--- config.mk ---
export PLATFORM = sky130hd
export DESIGN_NAME = trp_deg
export DESIGN_NICKNAME = d
export VERILOG_FILES = /design/src/trp_pkg.sv /design/src/trp_deg.sv
export SDC_FILE = /design/constraint.sdc
export NUM_CORES = 1
export LEC_CHECK = 0
export ABC_CLOCK_PERIOD_IN_PS = 4050
export BUFFER_PORTS_ARGS = -buffer_cell sky130_fd_sc_hd__buf_2
export CAP_MARGIN = 0
export CORE_ASPECT_RATIO = 2
export CORE_UTILIZATION = 56
export CTS_CLUSTER_SIZE = 8
export DETAILED_ROUTE_END_ITERATION = 6
export GPL_ROUTABILITY_DRIVEN = 0
export PLACE_DENSITY = 0.84
export RECOVER_POWER = 25
export SLEW_MARGIN = 5
export SYNTH_ARGS = -nofsm -noshare
export SYNTH_HDL_FRONTEND = slang
export SYNTH_SLANG_ARGS = --single-unit
--- constraint.sdc ---
create_clock -name clk -period 4.05 [get_ports clk]
set_input_delay 0.6075 -clock clk [delete_from_list [all_inputs] [get_ports clk]]
set_output_delay 0.6075 -clock clk [all_outputs]
set_load 0.1 [all_outputs]
--- src/trp_pkg.sv ---
package trp_pkg;

  // Sample and datapath widths
  localparam int SMP_W      = 16;
  localparam int PRE_SH     = 15;
  localparam int XY_W       = 34;
  localparam int ACC_W      = 34;
  localparam int ANG_W      = 33;
  localparam int TAB_LEN    = 24;

  // Square root of (y^2 + z^2) * 2^30: 32-bit radicand, 31 root bits
  localparam int RAD_W      = 32;
  localparam int ROOT_W     = 31;
  localparam int REM_W      = 32;
  localparam int SQRT_STEPS = 31;

  // Binary angle to degrees * 128
  localparam int FRAC_SH    = 32;
  localparam int PROD_W     = ANG_W + 16;
  localparam int DEGQ_W     = PROD_W - FRAC_SH;
  localparam int DEGD_W     = DEGQ_W + 1;
  localparam int ROLL_W     = 16;
  localparam int PITCH_W    = 15;
  localparam int ROLL_LIMIT  = 23040;
  localparam int PITCH_LIMIT = 11520;

  localparam logic signed [ACC_W-1:0] HALF_TURN  = 34'sh0_8000_0000;
  localparam logic [15:0]             DEG_SCALE  = 16'd46080;
  localparam logic [PROD_W-1:0]       ROUND_HALF = 49'h0_0000_8000_0000;
  localparam logic signed [DEGD_W-1:0] DEG_OFF   = 18'sd23040;

  // Half-turn pre-rotation applied before the iterations
  typedef enum logic [1:0] {
    TURN_NONE,
    TURN_POS,
    TURN_NEG
  } turn_t;

  typedef struct packed {
    logic  zero;
    turn_t turn;
  } cordic_ctl_t;

  typedef struct packed {
    logic signed [SMP_W-1:0] ax;
    logic signed [SMP_W-1:0] ay;
    logic signed [SMP_W-1:0] az;
  } sample_t;

  // atan(2^-i) in units of 2^-32 turn, rounded
  function automatic logic [31:0] atan_tab(input logic [4:0] idx);
    logic [31:0] v;
    case (idx)
      5'd0:    v = 32'd536870912;
      5'd1:    v = 32'd316933406;
      5'd2:    v = 32'd167458907;
      5'd3:    v = 32'd85004756;
      5'd4:    v = 32'd42667331;
      5'd5:    v = 32'd21354465;
      5'd6:    v = 32'd10679838;
      5'd7:    v = 32'd5340245;
      5'd8:    v = 32'd2670163;
      5'd9:    v = 32'd1335087;
      5'd10:   v = 32'd667544;
      5'd11:   v = 32'd333772;
      5'd12:   v = 32'd166886;
      5'd13:   v = 32'd83443;
      5'd14:   v = 32'd41722;
      5'd15:   v = 32'd20861;
      5'd16:   v = 32'd10430;
      5'd17:   v = 32'd5215;
      5'd18:   v = 32'd2608;
      5'd19:   v = 32'd1304;
      5'd20:   v = 32'd652;
      5'd21:   v = 32'd326;
      5'd22:   v = 32'd163;
      5'd23:   v = 32'd81;
      default: v = 32'd0;
    endcase
    return v;
  endfunction

endpackage

--- src/trp_deg.sv ---
module trp_deg #(
  parameter int LIMIT = 23040,
  parameter int OUT_W = 16
) (
  input  logic                               clk,
  input  logic                               rst_n,
  input  logic                               en,
  input  logic                               in_vld,
  input  logic signed [trp_pkg::ANG_W-1:0]   in_angle,
  output logic                               out_vld,
  output logic signed [OUT_W-1:0]            out_deg
);

  localparam int ANG_W  = trp_pkg::ANG_W;
  localparam int ACC_W  = trp_pkg::ACC_W;
  localparam int PROD_W = trp_pkg::PROD_W;
  localparam int DEGQ_W = trp_pkg::DEGQ_W;
  localparam int DEGD_W = trp_pkg::DEGD_W;
  localparam logic signed [DEGD_W-1:0] LIM = DEGD_W'(LIMIT);

  logic [ACC_W-1:0]         u_sum;
  logic [ANG_W-1:0]         u_r;
  logic [PROD_W-1:0]        p_r;
  logic [PROD_W-1:0]        t;
  logic signed [DEGD_W-1:0] d;
  logic signed [DEGD_W-1:0] d_clamp;
  logic signed [OUT_W-1:0]  deg_r;
  logic [2:0]               vld_r;

  // Offset to 0..2^32, scale by 46080, round half up at bit 32
  assign u_sum = unsigned'(ACC_W'(in_angle) + trp_pkg::HALF_TURN);
  assign t     = p_r + trp_pkg::ROUND_HALF;
  assign d     = signed'({1'b0, t[PROD_W-1 -: DEGQ_W]}) - trp_pkg::DEG_OFF;

  always_comb begin
    if (d > LIM) begin
      d_clamp = LIM;
    end else if (d < -LIM) begin
      d_clamp = -LIM;
    end else begin
      d_clamp = d;
    end
  end

  always_ff @(posedge clk) begin
    if (en) begin
      u_r   <= ANG_W'(u_sum);
      p_r   <= PROD_W'(u_r) * PROD_W'(trp_pkg::DEG_SCALE);
      deg_r <= OUT_W'(d_clamp);
    end
  end

  always_ff @(posedge clk) begin
    if (!rst_n) begin
      vld_r <= '0;
    end else if (en) begin
      vld_r <= {vld_r[1:0], in_vld};
    end
  end

  assign out_vld = vld_r[2];
  assign out_deg = deg_r;

endmodule

# Yosys cells after proc, flatten, opt, wreduce, memory -nomap -nowiden
# Index checks and enable logic that the tools add are counted.
# totals
output_inout_bits	17
register_bits	91
word_cells	13
input_bits	37
# classes
order_cmp	2
n_addsub	3
mux	1
n_mul	1
reduce_logical	1
# ops
operator	count
$add 49x32->49 const B	1
$mul 33x6->39 const B	1
$add 33x33->33 const B	1
$gt 18x16->1 const B	1
$lt 18x16->1 const B	1
$sub 17x15->18 const B	1
$mux 16	1
$reduce_or 2->1	1

# Depth between registers and ports, before layout
# logic_depth
word_depth	4
depth_mapped	15
depth_no_buf	15

# Least setup slack after synthesis
# OpenSTA, ideal clock, no wires.
# synth_timing
kind	register to register
from	register u_r[10]
to	register p_r[46], data pin
arrival_time_ps	3598
required_time_ps	3792
setup_ps	258
path_buffers	0
setup_slack_ps	194
stages_incl_launch_ff	16
synth_period_minus_slack_ps	3856
cell_sequence	edfxtp_1 ha_1 xor2_1 ha_1 inv_1 fa_1 inv_1 ha_1 a21oi_1 a211oi_1 a2111oi_0 nand2b_1 a21o_1 a21oi_1 or3_1 xor2_1
# synth_between
elab_chain_cells	1
# synth_lines
item	line	source
start: declaration	trp_deg.sv:22	logic [ANG_W-1:0] u_r;
start signal: assignment	trp_deg.sv:47	u_r <= ANG_W'(u_sum);
$mul 33x6->39	trp_deg.sv:48	p_r <= PROD_W'(u_r) * PROD_W'(trp_pkg::DEG_SCALE);
end signal: assignment	trp_deg.sv:48	
end: declaration	trp_deg.sv:23	logic [PROD_W-1:0] p_r;
# Every way passes these cells.
# A chain may end at the register's enable or synchronous reset.

# Worst setup path in the final report
# layout_timing
from	register u_r[9]
to	register p_r[46], data pin
# The elaborated chain is that of the path after synthesis.

==> run metrics <==
cts-stage hold buffer count 0; clock buffer depth 2; Reg2Reg Depth 14; Final min period 4.14 ns; fmax 241 MHz; Power, Total 6.33 mW; CTS tree done; Post-Synth Simple-Gate Area 9.67%; ys async rst share 0%; failing checks max-capacitance violations, max-slew violations, negative setup slack; Worst Path Required 4.15 ns; worst min-delay path category in2reg; #FFs+latches synth 70; Die ar. 0.0119 mm2; Die W 77.8 um; Synth Net Count 776; remaining antenna violation count after routing 0; Post-Syn Instances 604; final setup vio count 7; root buf cell clkbuf_16; worst endpoint data arrival time 4.24 ns; post-DP HPWL 9910 um; gr usage total 24.0%; slowest stage delay, CP 0.47 ns; layout cells sized above 1 27.1%; Hold Path Depth 1; Synth Area in Adders 30.7%; Critical-path top delay cell fa_1; complex-gate fraction of the synthesized area 12.1%; setup_tns -0.213 ns; Reg clk slew, reported paths 0.06 ns; most frequent cells in the layout inv_1, ha_1, edfxtp_1; Row Count 55; post-synthesis cell type count 62; routed wire length 15700 um; Synth top area share 31.3%; multiplexer share of the synthesized area 0.954%; number of CTS-inserted buffers 9; vias in the first global route 5105; Power Dens Cells 793 mW/mm2; crit path buf inv count 2; Ports 54; sequential area share after synthesis 32.2%; cell breakdown of the critical path buf_4 -> ha_4 -> xor2_2 -> xor2_1 -> fa_1 -> ha_1 -> buf_4 -> a211oi_2 -> nand2_1 -> o211ai_1 -> a21o_4 -> a21oi_4 -> or3_4 -> xor2_1; outcome finished, violations left; Post-route DRC 0; Fin. Hold Viols 0; Crit. End Element flip-flop; CTS sink count 70; largest net degree at the start of global routing 71; initial antenna violation count 0; syn_area_per_cell 10.6 um2; most common cell after layout, fill and taps aside inv_1; initial core utilization 57.3%; Nets 881; leakage power 3.60 nW; DRT Pass-1 Iters 5; global route total overflow 0; predominant post-synthesis flop cell edfxtp_1; EDFF count, synth 67; Syn-to-layout area delta 24.1%; first-pass GRT wire length 22400 um; Worst Setup Start Kind flip-flop; core area 0.0112 mm2; post-synth top area cell edfxtp_1; Ys Warns 0; Die Ht 154 um; ranking of synthesized cells by area edfxtp_1, ha_1, fa_1; Non-Filler Instances 855; routed vias 5055; Max-Cap Viols 1; Iteration-0 DRC Markers 325; post-route setup slack -0.0916 ns; VDD IR-drop max 581 uV; Synth Area in XOR/XNOR 7.20%; Fin Hold WS 0.428 ns; DR WL/cell 18.4 um; htree depth 3; RSZ-0062 raised after global routing true; dpl cells 826; WS Path Type reg2reg; worst slew pin tran 1.78 ns; Worst slew margin -18.4%; CP Max Fanout 4; port bufs 53; main combinational cell family by area after synthesis adder cells; count of pins over their slew limit 71; later-pin clock latency in the skew report 0.35 ns; Levels on crit path 14; ANT cells 0; worst clock skew 0.00921 ns; critical path's top delay family adder cells; mapped cell area 0.00643 mm2; Final Cycle Share 102%; DR vias/cell 5.91
[worst reg2reg max path, stage by stage, from the launching register on]
cell,delay [ns]
edfxtp_1,0.44
buf_4,0.17
ha_4,0.29
xor2_2,0.22
xor2_1,0.25
fa_1,0.47
ha_1,0.34
buf_4,0.17
a211oi_2,0.21
nand2_1,0.14
o211ai_1,0.37
a21o_4,0.21
a21oi_4,0.07
or3_4,0.41
xor2_1,0.15
[sequential cells by signal, summed over array words and instances, names as in the netlist]
register  flops
p_r          18
out_deg      16
vld_r         3
u_r          33
[power by group]
part           internal, mW  switching (mW)
combinational          1.73            2.47
clock                 0.472           0.320
sequential             1.13           0.212
[through the flow]
| stage | cell area [um2] | util (%) | worst slack [ns] |
|---|---|---|---|
| after CTS | 7490 | 66.8 | -0.0121 |
| after floorplan | 6430 | - | 0.194 |
| after global placement | 7080 | 63.1 | -0.0534 |
| final | 7980 | 71.1 | -0.0916 |
| after detailed placement | 7080 | 63.1 | -0.207 |
| after global routing | 7980 | 71.1 | -0.223 |
[layout make-up]
class | count | area [um2]
sequential | 70 | 2070
multi-input combinational | 420 | 4400
clock buffer | 9 | 225
fill | 721 | 3240
inverter | 104 | 393
timing repair buffer | 104 | 644
clock inverter | 6 | 62.6
tap | 142 | 178
[cells by family (layout without fill, tap and decap cells)]
group                    count (synthesis)  in the layout
AND/OR/NAND/NOR                        113            113
buffers and inverters                  114            223
XOR/XNOR                                52             52
flip-flops                              70             70
multiplexers                             6              6
adder cells (fa/ha/maj)                135            135
AO/OA/AOI/OAI                          114            114
[cell usage after synthesis, types with 4 or more instances]
master / n
a21oi_2: 4
a31oi_1: 5
xnor2_1: 21
and3_1: 5
edfxtp_1: 67
xor2_1: 30
nand3_1: 13
ha_1: 97
a21o_1: 20
a21oi_1: 31
nand2b_1: 4
o211ai_1: 5
fa_1: 38
nor3_1: 10
nor2_1: 21
o21a_1: 4
mux2i_1: 5
o21ai_0: 10
inv_1: 104
buf_2: 5
nand2_1: 24
or3_1: 10
a211oi_1: 7
[worst paths after layout]
kind                                   from        to  slack (ns)
worst min register to register     vld_r[0]  vld_r[0]        0.53
worst max-delay path                 u_r[9]   p_r[46]       -0.09
worst min-delay path            in_angle[8]    u_r[8]        0.43
worst max register to register       u_r[9]   p_r[46]       -0.09
[what timing repair did]
item | in CTS | in global routing
endpoints found under the setup margin | 5 | 13
resized for setup | 15 | 59
setup buffers | 3 | 11
pin swaps | 10 | 27
gates cloned | 0 | 0
[layer usage]
layer	part of all wire, %	GRT usage, %	up-vias
met5	0	0	-
met4	5.7	13.3	0
met3	4.4	3.62	81
met2	55	46.2	205
met1	35	23.7	2447
li1	-	-	2322
Power figures use the tool's default switching activity.
